--- config.mk ---
export PLATFORM = sky130hd
export DESIGN_NAME = sync_length_frame_receiver
export DESIGN_NICKNAME = d
export VERILOG_FILES = /design/src/rtl/core/slfr_pkg.sv /design/src/rtl/core/slfr_step.sv /design/src/rtl/core/sync_length_frame_receiver.sv
export SDC_FILE = /design/constraint.sdc
export NUM_CORES = 1
export LEC_CHECK = 0
export ABC_CLOCK_PERIOD_IN_PS = 4600
export BUFFER_PORTS_ARGS = -buffer_cell sky130_fd_sc_hd__buf_4
export CORE_UTILIZATION = 61
export DETAILED_ROUTE_END_ITERATION = 8
export GPL_TIMING_DRIVEN = 0
export PLACE_DENSITY = 0.92
export SLEW_MARGIN = 20
export SYNTH_ARGS = -nofsm -noshare
export SYNTH_HDL_FRONTEND = slang
export SYNTH_SLANG_ARGS = --single-unit
--- constraint.sdc ---
create_clock -name i_clk -period 4.6 [get_ports i_clk]
set_input_delay 0.46 -clock i_clk [delete_from_list [all_inputs] [get_ports i_clk]]
set_output_delay 0.46 -clock i_clk [all_outputs]
set_load 0.005 [all_outputs]
--- src/rtl/core/slfr_pkg.sv ---
// shared types and constants for the sync/length frame receiver
// used by slfr_step and sync_length_frame_receiver; no dependencies
package slfr_pkg;

    localparam int unsigned BYTE_W  = 8;
    localparam int unsigned FLEN_W  = 9;
    localparam logic [BYTE_W-1:0] SYNC_RESET = 8'hAA;
    localparam logic [BYTE_W-1:0] MIN_LENGTH = 8'd2;

    // receiver mode, one-hot
    typedef enum logic [2:0] {
        MODE_IDLE  = 3'b001,
        MODE_ARMED = 3'b010,
        MODE_RECV  = 3'b100
    } t_mode;

    // frame tracking state carried between items
    typedef struct packed {
        t_mode             mode;
        logic [BYTE_W-1:0] last_index;
        logic [BYTE_W-1:0] byte_index;
        logic [BYTE_W-1:0] running_sum;
    } t_rx_state;

    // one tagged result item
    typedef struct packed {
        logic [BYTE_W-1:0] data_byte;
        logic              in_frame;
        logic [BYTE_W-1:0] position;
        logic              frame_done;
        logic              checksum_ok;
        logic [FLEN_W-1:0] frame_length;
        logic              length_error;
    } t_result;

endpackage

--- src/rtl/core/slfr_step.sv ---
// per-byte next-state and tagging logic of the frame receiver
// depends on slfr_pkg; purely combinational
module slfr_step (
    input  slfr_pkg::t_rx_state          i_state,
    input  logic [slfr_pkg::BYTE_W-1:0]  i_rx_byte,
    input  logic [slfr_pkg::BYTE_W-1:0]  i_sync_byte,
    output slfr_pkg::t_rx_state          o_state,
    output slfr_pkg::t_result            o_result
);
    import slfr_pkg::*;

    logic              is_sync;
    logic [BYTE_W-1:0] next_idx;
    logic [BYTE_W-1:0] expect_chk;

    assign is_sync    = (i_rx_byte == i_sync_byte);
    assign next_idx   = i_state.byte_index + BYTE_W'(1);
    assign expect_chk = BYTE_W'(0) - i_state.running_sum;

    // mode transitions and result tags
    always_comb begin
        o_state               = i_state;
        o_result              = '0;
        o_result.data_byte    = i_rx_byte;
        unique case (i_state.mode)
            MODE_ARMED: begin
                o_result.in_frame = 1'b1;
                o_result.position = BYTE_W'(1);
                if (i_rx_byte < MIN_LENGTH) begin
                    o_result.length_error = 1'b1;
                    o_state = '{MODE_IDLE, '0, '0, '0};
                end else begin
                    o_state = '{MODE_RECV, i_rx_byte, BYTE_W'(1), i_rx_byte};
                end
            end
            MODE_RECV: begin
                if (next_idx == i_state.last_index) begin
                    // checksum byte closes the frame
                    o_result.in_frame     = 1'b1;
                    o_result.position     = next_idx;
                    o_result.frame_done   = 1'b1;
                    o_result.checksum_ok  = (expect_chk == i_rx_byte);
                    o_result.frame_length = {1'b0, i_state.last_index} + FLEN_W'(1);
                    o_state = '{(is_sync ? MODE_ARMED : MODE_IDLE), '0, '0, '0};
                end else if (is_sync) begin
                    // sync mid-frame abandons and re-arms
                    o_state = '{MODE_ARMED, '0, '0, '0};
                end else begin
                    o_result.in_frame    = 1'b1;
                    o_result.position    = next_idx;
                    o_state.byte_index   = next_idx;
                    o_state.running_sum  = i_state.running_sum + i_rx_byte;
                end
            end
            default: begin
                // idle, and any stray code behaves as idle
                o_state.mode = is_sync ? MODE_ARMED : MODE_IDLE;
            end
        endcase
    end

endmodule

--- src/rtl/core/sync_length_frame_receiver.sv ---
// sync/length framed byte receiver with two's-complement checksum check
// result registered, valid in the cycle after input accept; one item per cycle while the output is not stalled
// a new item is taken whenever the result register is empty or being drained
// synchronous active-low reset: idle (not armed), sync byte 0xAA, no result pending
// depends on slfr_pkg and slfr_step
module sync_length_frame_receiver (
    input  logic        i_clk,
    input  logic        i_rst_n,
    // configuration write: sync byte value
    input  logic        i_cfg_valid,
    output logic        o_cfg_ready,
    input  logic [7:0]  i_cfg_data,
    // input stream
    input  logic        s_axis_tvalid,
    output logic        s_axis_tready,
    input  logic [7:0]  s_axis_tdata,   // [7:0] rx_byte
    // output stream
    output logic        m_axis_tvalid,
    input  logic        m_axis_tready,
    output logic [31:0] m_axis_tdata,   // [7:0] data_byte, [15:8] position,
                                        // [24:16] frame_length, [31:25] zero
    output logic        m_axis_tlast,   // frame_done
    output logic [2:0]  m_axis_tuser    // [0] in_frame, [1] checksum_ok, [2] length_error
);
    import slfr_pkg::*;

    logic [BYTE_W-1:0] r_sync_byte;
    t_rx_state         r_state;
    t_rx_state         n_state;
    t_result           r_res;
    t_result           n_res;
    logic              r_out_valid;
    logic              in_accept;

    // configuration register, always writable
    assign o_cfg_ready = 1'b1;

    always_ff @(posedge i_clk) begin
        if (!i_rst_n) begin
            r_sync_byte <= SYNC_RESET;
        end else if (i_cfg_valid) begin
            r_sync_byte <= i_cfg_data;
        end
    end

    // input handshake, output register parts the two sides
    assign s_axis_tready = !r_out_valid || m_axis_tready;
    assign in_accept     = s_axis_tvalid && s_axis_tready;

    slfr_step u_step (
        .i_state     (r_state),
        .i_rx_byte   (s_axis_tdata),
        .i_sync_byte (r_sync_byte),
        .o_state     (n_state),
        .o_result    (n_res)
    );

    // frame state
    always_ff @(posedge i_clk) begin
        if (!i_rst_n) begin
            r_state <= '{MODE_IDLE, '0, '0, '0};
        end else if (in_accept) begin
            r_state <= n_state;
        end
    end

    // result register
    always_ff @(posedge i_clk) begin
        if (!i_rst_n) begin
            r_out_valid <= 1'b0;
        end else if (in_accept) begin
            r_out_valid <= 1'b1;
        end else if (m_axis_tready) begin
            r_out_valid <= 1'b0;
        end
    end

    always_ff @(posedge i_clk) begin
        if (in_accept) begin
            r_res <= n_res;
        end
    end

    // output packing
    assign m_axis_tvalid = r_out_valid;
    assign m_axis_tdata  = {7'b0, r_res.frame_length, r_res.position, r_res.data_byte};
    assign m_axis_tlast  = r_res.frame_done;
    assign m_axis_tuser  = {r_res.length_error, r_res.checksum_ok, r_res.in_frame};

    // outside a frame the counters and sum stay cleared
    a_idle_clear: assert property (@(posedge i_clk) disable iff (!i_rst_n)
        (r_state.mode != MODE_RECV) |->
        (r_state.byte_index == '0 && r_state.last_index == '0 && r_state.running_sum == '0))
        else $error("frame counters not cleared outside a frame");

    // while receiving, the index stays below the checksum index of a valid length
    a_recv_index: assert property (@(posedge i_clk) disable iff (!i_rst_n)
        (r_state.mode == MODE_RECV) |->
        (r_state.last_index >= MIN_LENGTH && r_state.byte_index < r_state.last_index))
        else $error("receive index out of range");

    // a completed frame result is tagged in-frame and carries no length error
    a_done_tags: assert property (@(posedge i_clk) disable iff (!i_rst_n)
        (r_out_valid && r_res.frame_done) |->
        (r_res.in_frame && !r_res.length_error && r_res.frame_length > FLEN_W'(2)))
        else $error("inconsistent frame completion tags");

    // a length error follows only from an armed receiver
    a_lerr_src: assert property (@(posedge i_clk) disable iff (!i_rst_n)
        (in_accept && n_res.length_error) |-> (r_state.mode == MODE_ARMED))
        else $error("length error outside a length byte");

endmodule
==> flow_summary.ini, run 1 <==
[status]
status = finished clean

[place]
port_buffers = 50
place_hpwl_um = 6210
routabilityCongestion = 0.966

[grt]
grt_pass1_wl_um = 14300
grt_pass1_vias = 3025
grt_use_total_pct = 30.5
gr-total-overflow = 0
grt_max_degree = 35
antenna_found_initial = 0

[logic_synthesis]
yosys.area.top_type = edfxtp_1
synth_top_area_share_pct = 23.8
ys_seq_elements = 65
synth_cells = 374
synthTopCellsByArea = edfxtp_1 24%, dfxtp_1 20%, xor2_1 5.3%, xnor2_1 4.3%, ha_1 3.4%
ys.warnings.count = 0
synthFlopType = dfxtp_1
synth.distinct_cells = 63
avgSynthCellArea_um2 = 9.78
syn_area_um2 = 3660
ys_seq_area_share_pct = 43.5
ys_async_sr_fraction_pct = 0
synth_edf_count = 29

[pwr]
leakage_nw = 1.70
power_density_nw_per_um2 = 286
power_mw = 1.24
peakVddDrop_mv = 0.197

[timing]
maxSlewHeadroom_pct = 51.2
worstMarginPinSlew_ps = 730
tns_ps = 0
setup_viol = 0
timing.final.crit_share_pct = 54.2
slew_viol_final = 0
period_needed_ps = 2490
fin_worst_skew_ps = 7.30
timing.fmax_ghz = 0.401
final_hold_viol_count = 0
rsz0062_at_grt = no

[min_path]
hp-class = in -> reg
holdPathStages = 1

[die]
num_rows = 27
initial_utilization_pct = 64.8
core-area_um2 = 5640
io_pins = 60
die_area_um2 = 6310
die_height_um = 79.4
fp.dieW_um = 79.4

[setup_path]
r2r_cells = 8
cp-end-kind = register
start_kind = register
setup.worst_path.class = reg -> reg
cp_max_fo = 9
worstPathRequired_ps = 4690
arrival_ps = 2580

[detailed_routing]
via_count = 3145
first_pass_iters = 5
wl_per_cell_um = 16.9
drc = 0
finalWirelength_um = 8770
drtIter0Drc = 456
drt-vias-per-instance = 6.07
ant_nets = 0

[clocking]
clk_latency_ps = 350
max-clock-path-buffers = 2
cts_made_buffers = 9
cts_max_level = 3
postCtsHoldBufs = 0
clkTransAtPathRegs_ps = 70
cts_tree = built
cts.sinks = 65
cts_setup_buffers = 0
cts_resized = 0
clockRootBuffer = clkbuf_8

[layout]
layout-drive-gt1-share_pct = 21.5
finalNetCount = 473
final_common_cell = buf_4
area_growth_pct = 19.1
diodes = 0
final_cell_mix = 61 x buf_4, 36 x dfxtp_1, 33 x nor2_1
utilization_pct = 77.2

[job]
drv_cap = 0
-- per-stage QoR --
step           hold WS [ps]  instances  setup WS [ps]  cell area [um2]
6_report                311        518           2110             4350
3_3_place_gp            474        502           1980             4150
3_5_place_dp            494        502           1930             4150
5_1_grt                 294        518           1860             4350
2_1_floorplan           462        380           2370             3680
4_1_cts                 304        518           2130             4350
-- sequential cells by signal (all words and copies together) (netlist names) --
| signal | cells |
|---|---|
| r_state | 27 |
| m_axis_tuser | 3 |
| m_axis_tdata | 25 |
| r_sync_byte | 8 |
| m_axis_tvalid | 1 |
| m_axis_tlast | 1 |
-- cell usage after synthesis, types with 8 or more instances --
| library cell | instances |
|---|---|
| xnor2_1 | 18 |
| a21oi_1 | 18 |
| buf_4 | 11 |
| inv_1 | 11 |
| nand3_1 | 21 |
| dfxtp_1 | 36 |
| nand2b_1 | 8 |
| xor2_1 | 22 |
| nand2_1 | 24 |
| edfxtp_1 | 29 |
| o21ai_0 | 18 |
| ha_1 | 10 |
| nor2_1 | 33 |
| mux2i_1 | 8 |
| clkbuf_1 | 12 |
-- metal layers --
| metal | vias up | track usage [%] | wire length (um) |
|---|---|---|---|
| li1 | 1471 | - | - |
| met1 | 1473 | 36.1 | 3440 |
| met2 | 176 | 51.4 | 4370 |
| met3 | 25 | 6.63 | 711 |
| met4 | 0 | 16.7 | 251 |
| met5 | - | 0 | 0 |
-- final cells by class --
class | count | area (um2)
clock inverter | 7 | 85.1
clock buffer | 9 | 124
tap | 72 | 90.1
fill | 413 | 1290
timing repair buffer | 50 | 375
buffer | 31 | 186
inverter | 13 | 48.8
sequential | 65 | 1590
multi-input combinational | 271 | 1850
-- worst max-delay path, stage by stage, from the launching register on --
cell	delay, ps
dfxtp_1	460
ha_1	340
and3_1	280
xnor3_1	250
o211a_4	170
and3_1	180
buf_4	170
o21ai_4	280
nor2_1	100
-- worst paths after layout --
kind | start | end | slack [ps]
min | s_axis_tdata[4] | m_axis_tdata[4]$_DFFE_PP_ | 310
min reg2reg | r_sync_byte[7]$_SDFFE_PN1P_ | r_sync_byte[7]$_SDFFE_PN1P_ | 520
max | r_state[8]$_SDFFE_PN0P_ | m_axis_tdata[15]$_DFFE_PP_ | 2110
max reg2reg | r_state[8]$_SDFFE_PN0P_ | m_axis_tdata[15]$_DFFE_PP_ | 2110
-- report_power, final --
| part | switching, mW | leakage (nW) | internal, mW |
|---|---|---|---|
| clock | 0.222 | 0.104 | 0.299 |
| sequential | 0.00687 | 0.581 | 0.620 |
| combinational | 0.0503 | 1.01 | 0.0462 |
| total | 0.279 | 1.70 | 0.966 |
-- kinds of logic after synthesis --
group,synth area share [%]
xor gates and xnor gates,10.8
adders and majority gates,3.97
DFF,43.5
muxes,2.19
AOI/OAI and AO/OA,15.2
other,0.205
and+or+nand+nor,17.7
buffers and inverters,6.43
(Power assumes the default switching activity.)
==> run 2, diff against run 1 <==
--- a/config.mk
+++ b/config.mk
@@ -5,12 +5,13 @@
 export SDC_FILE = /design/constraint.sdc
 export NUM_CORES = 1
 export LEC_CHECK = 0
-export ABC_CLOCK_PERIOD_IN_PS = 4600
+export ABC_AREA = 1
+export ABC_CLOCK_PERIOD_IN_PS = 2140
 export BUFFER_PORTS_ARGS = -buffer_cell sky130_fd_sc_hd__buf_4
-export CORE_UTILIZATION = 61
+export CORE_UTILIZATION = 51
 export DETAILED_ROUTE_END_ITERATION = 8
 export GPL_TIMING_DRIVEN = 0
-export PLACE_DENSITY = 0.92
+export PLACE_DENSITY = 0.83
 export SLEW_MARGIN = 20
 export SYNTH_ARGS = -nofsm -noshare
 export SYNTH_HDL_FRONTEND = slang
==> constraint.sdc (replaced) <==
create_clock -name i_clk -period 2.14 [get_ports i_clk]
set_input_delay 0.214 -clock i_clk [delete_from_list [all_inputs] [get_ports i_clk]]
set_output_delay 0.214 -clock i_clk [all_outputs]
set_load 0.005 [all_outputs]
==> flow_summary.ini, run 2 <==
[status]
status = complete, but fails checks
violations = negative setup slack

[grt]
gr-total-overflow = 0
grtUsageMet1_pct = 32.7
grtUsageMet2_pct = 37.7
grt_use_total_pct = 24.1
grt_pass1_vias = 2856
antenna_found_initial = 0
use_met3_pct = 4.10
top_usage_layer = met2
grt_pass1_wl_um = 13600
grt_max_degree = 32

[timing]
slew_viol_final = 0
timing.final.crit_share_pct = 102
rsz0062_at_grt = yes
whs_ps = 72.2
fin_worst_skew_ps = 10.8
maxSlewHeadroom_pct = 62.7
period_needed_ps = 2190
setup_viol = 4
setup_slack_ps = -52.1
worstMarginPinSlew_ps = 554
timing.fmax_ghz = 0.456
final_hold_viol_count = 0

[die]
io_pins = 60
num_rows = 30
initial_utilization_pct = 52.9
core-area_um2 = 6830
die_area_um2 = 7430
fp.dieW_um = 86.2
die_height_um = 86.2

[clocking]
cts_tree = built
clk_latency_ps = 360
cts_made_buffers = 9
max-clock-path-buffers = 2
postCtsHoldBufs = 0
clkTransAtPathRegs_ps = 80
cts.sinks = 65
clockRootBuffer = clkbuf_8
cts_max_level = 3

[logic_synthesis]
synth_most_common_cell = nand2_1
ys.warnings.count = 0
synth_cells = 463
synthTopCellsByArea = edfxtp_1 24%, dfxtp_1 20%, nand2_1 11%, nor2_1 5.9%, a21oi_1 5.7%
synth_top_area_share_pct = 24.1
synth.distinct_cells = 36
ys_seq_area_share_pct = 44.0
synthFlopType = dfxtp_1
synth.top_cells.by_count = 104 x nand2_1, 57 x nor2_1, 50 x inv_1
ys_async_sr_fraction_pct = 0
ys_seq_elements = 65
yosys.area.top_type = edfxtp_1
avgSynthCellArea_um2 = 7.81
synth_edf_count = 29
syn_area_um2 = 3620

[layout]
final_cell_mix = 101 x nand2_1, 68 x buf_4, 56 x nor2_1
area_growth_pct = 24.2
layout-drive-gt1-share_pct = 24.0
largest_register_ffs = 27
diodes = 0
final_cell_count_no_fill = 645
finalNetCount = 576
utilization_pct = 65.8
largest_register = r_state
final_common_cell = nand2_1

[detailed_routing]
wl_per_cell_um = 13.7
drt-vias-per-instance = 5.26
drtIter0Drc = 257
first_pass_iters = 5
via_count = 3393
finalWirelength_um = 8840
drc = 0
ant_nets = 0

[pwr]
peakVddDrop_mv = 0.302
leakage_nw = 1.95
power_density_nw_per_um2 = 578
power_mw = 2.60

[place]
place_inst = 615
place_hpwl_um = 6200
routabilityCongestion = 0.928
port_buffers = 50

[setup_path]
setup.worst_path.class = reg -> reg
cp_max_fo = 7
start_kind = register
arrival_ps = 2390
cp-end-kind = register
worstPathRequired_ps = 2340

[job]
drv_cap = 0

[min_path]
hp-class = in -> reg
-- run 2: where the power goes --
part	switching, mW	total [mW]	internal [mW]
logic	0.184	0.329	0.146
registers	0.0289	1.38	1.35
clock network	0.486	0.893	0.407
total	0.699	2.60	1.90
-- run 2: final timing paths --
check | startpoint | endpoint | slack [ps] | depth (start not counted)
max | r_state[8]$_SDFFE_PN0P_ | m_axis_tdata[14]$_DFFE_PP_ | -50 | 12
min | i_cfg_data[1] | r_sync_byte[1]$_SDFFE_PN1P_ | 70 | 3
max reg2reg | r_state[8]$_SDFFE_PN0P_ | m_axis_tdata[14]$_DFFE_PP_ | -50 | 12
min reg2reg | r_sync_byte[3]$_SDFFE_PN1P_ | r_sync_byte[3]$_SDFFE_PN1P_ | 480 | 2
-- run 2: layer usage --
layer  routed length, um  up-vias
met5                   0        -
met4                 161        0
met3                 633       16
met2                4210      169
met1                3830     1535
li1                    -     1673
-- run 2: final cells by class --
class | count | area (um2)
Inverter | 53 | 213
Sequential cell | 65 | 1600
Tap cell | 96 | 120
Clock buffer | 9 | 124
Fill cell | 592 | 2340
Clock inverter | 7 | 37.5
Timing Repair Buffer | 62 | 485
Buffer | 14 | 86.3
Multi-Input combinational cell | 338 | 1820
Timing Repair inverter | 1 | 7.51
-- run 2: repair_timing --
item	CTS	global route
setup endpoints to repair	15	43
resized for setup	3	22
gates cloned	0	2
buffers inserted	0	12
pin swaps	0	10
-- run 2: cells by family after synthesis --
logic type,share of synthesized area [%]
AND/OR/NAND/NOR,29.2
AO/OA/AOI/OAI,10.4
buffers and inverters,8.02
flip-flops,44.0
XOR/XNOR,4.12
adder cells (fa/ha/maj),4.01
other,0.208
-- run 2: through the flow --
stage	cell area, um2	TNS (ps)	setup slack (ps)
finish	4490	-90.3	-52.1
global placement	4140	-8100	-419
detailed placement	4140	-1180	-158
floorplan	3640	0	85.2
global route	4490	-780	-106
CTS	4310	0	19.3
-- run 2: critical path, cell delays in order, from the launching register on --
cell and delay [ps]:
dfxtp_4 410, ha_4 160, nand3_1 170, nand2_2 160, nand2_2 90, nand2_2 80
nand3_1 70, nor2_2 140, nand3_4 130, nor2_4 230, buf_4 170, nor2_4 50
a21oi_2 160
==> run 3, diff against run 2 <==
--- a/config.mk
+++ b/config.mk
@@ -5,7 +5,6 @@
 export SDC_FILE = /design/constraint.sdc
 export NUM_CORES = 1
 export LEC_CHECK = 0
-export ABC_AREA = 1
 export ABC_CLOCK_PERIOD_IN_PS = 2140
 export BUFFER_PORTS_ARGS = -buffer_cell sky130_fd_sc_hd__buf_4
 export CORE_UTILIZATION = 51
==> flow_summary.ini, run 3 (synthesis gave the netlist of run 1 again) <==
[die]
num_rows = 30
io_pins = 60
die_height_um = 86.7
core-area_um2 = 6870
initial_utilization_pct = 53.2
die_area_um2 = 7510
fp.dieW_um = 86.7

[clocking]
cts_made_buffers = 9
clk_latency_ps = 350
clockRootBuffer = clkbuf_8
postCtsHoldBufs = 0
clkTransAtPathRegs_ps = 70
cts_max_level = 3
cts.sinks = 65
cts_tree = built
max-clock-path-buffers = 2

[timing]
setup_viol = 0
worstMarginPinSlew_ps = 566
period_needed_ps = 2120
timing.fmax_ghz = 0.473
whs_ps = 64.8
slew_viol_final = 0
rsz0062_at_grt = yes
final_hold_viol_count = 0
fin_worst_skew_ps = 14.9
timing.final.crit_share_pct = 98.9
maxSlewHeadroom_pct = 62.3

[place]
place_inst = 526
postPlaceCellArea_um2 = 4180
port_buffers = 50
place_hpwl_um = 5750
routabilityCongestion = 0.935

[pwr]
peakVddDrop_mv = 0.329
p_comb_share_pct = 8.5
switching_share_pct = 23.2
power.net_switching_mw = 0.569
pwr-share-seq_pct = 54.8
leakage_nw = 1.70
clkPwrFrac_pct = 36.7
p_int_mw = 1.88
power_density_nw_per_um2 = 546

[layout]
final_cell_count_no_fill = 544
largest_register = r_state
finalNetCount = 475
final_cell_mix = 63 x buf_4, 33 x nor2_1, 31 x dfxtp_1
utilization_pct = 65.4
layout-drive-gt1-share_pct = 26.1
final_common_cell = buf_4
diodes = 0
design_area_um2 = 4490
area_growth_pct = 22.9
largest_register_ffs = 27

[detailed_routing]
drc = 0
drt-vias-per-instance = 5.60
drtIter0Drc = 222
via_count = 3044
first_pass_iters = 5
finalWirelength_um = 8450
ant_nets = 0
wl_per_cell_um = 15.5

[setup_path]
cp-end-kind = register
arrival_ps = 2200
start_kind = register
worstPathRequired_ps = 2220
setup.worst_path.class = reg -> reg
cp_max_fo = 8

[grt]
grt_pass1_wl_um = 13700
antenna_found_initial = 0
gr-total-overflow = 0
grt_max_degree = 35
grt_pass1_vias = 2840
grt_use_total_pct = 24.1

[min_path]
hp-class = in -> reg

[status]
status = finished clean

[job]
drv_cap = 0
-- run 3: cell types whose count changed in the layout (fill, tap and decap cells not counted), sizes merged, moves of 7 or more --
cell / previous run / this run
nand2b: 0 / 8
inv: 51 / 11
a211oi: 0 / 7
mux2i: 0 / 8
nor2: 68 / 34
xnor2: 4 / 18
xor2: 13 / 22
nand2: 111 / 24
a21oi: 41 / 18
clkbuf: 14 / 27
-- run 3: per-stage QoR --
stage	TNS (ps)	worst slack, ps	power (mW)
finish	0	23.8	2.45
global route	-68.0	-23.1	2.54
CTS	-14.7	-14.7	2.45
detailed placement	-6720	-311	1.58
global placement	-5180	-258	1.57
floorplan	0	12.7	1.47
-- run 3: power by group through the flow --
stage | sequential (mW) | combinational (mW) | clock, mW
after floorplan | 1.38 | 0.0953 | 0
after global placement | 1.37 | 0.198 | 0
after detailed placement | 1.38 | 0.203 | 0
after CTS | 1.35 | 0.206 | 0.897
after global routing | 1.35 | 0.230 | 0.961
final | 1.34 | 0.207 | 0.900
-- run 3: final cells by class --
cell class | instances | area, um2
fillers | 542 | 2370
multi-input cells | 272 | 1960
flip-flops and latches | 65 | 1600
repair buffers | 54 | 405
plain buffers | 28 | 185
clock buffers | 15 | 156
well taps | 96 | 120
inverters | 13 | 61.3
clock inverters | 1 | 3.75
-- run 3: routing by layer --
| layer | GRT usage, % | part of all wire (%) | vias up |
|---|---|---|---|
| li1 | - | - | 1478 |
| met1 | 30.5 | 44 | 1418 |
| met2 | 40.7 | 49 | 127 |
| met3 | 3.81 | 5.1 | 21 |
| met4 | 10.6 | 2.4 | 0 |
| met5 | 0 | 0 | - |
-- run 3: path summary, 6_finish.rpt --
path / from / slack (ps) / cells after the start / to
max: r_state[11]$_SDFFE_PN0P_ / 20 / 9 / m_axis_tdata[8]$_DFFE_PP_
min: s_axis_tdata[4] / 60 / 1 / m_axis_tdata[4]$_DFFE_PP_
max reg2reg: r_state[11]$_SDFFE_PN0P_ / 20 / 9 / m_axis_tdata[8]$_DFFE_PP_
min reg2reg: r_sync_byte[1]$_SDFFE_PN1P_ / 510 / 2 / r_sync_byte[1]$_SDFFE_PN1P_
-- run 3: critical path, stage by stage (launching register included) --
cell and delay [ps]:
dfxtp_1 310, buf_6 140, and4_4 200, and2_1 170, buf_6 140, o211a_4 260
and3_1 180, buf_6 140, o21ai_4 220, o21ai_1 110
-- run 3: timing repair --
action,4_1_cts,5_1_grt
setup endpoints to repair,46,44
hold endpoints to repair,0,0
pin swaps,2,7
resized for setup,12,25
gates cloned,1,0
buffers inserted,0,4
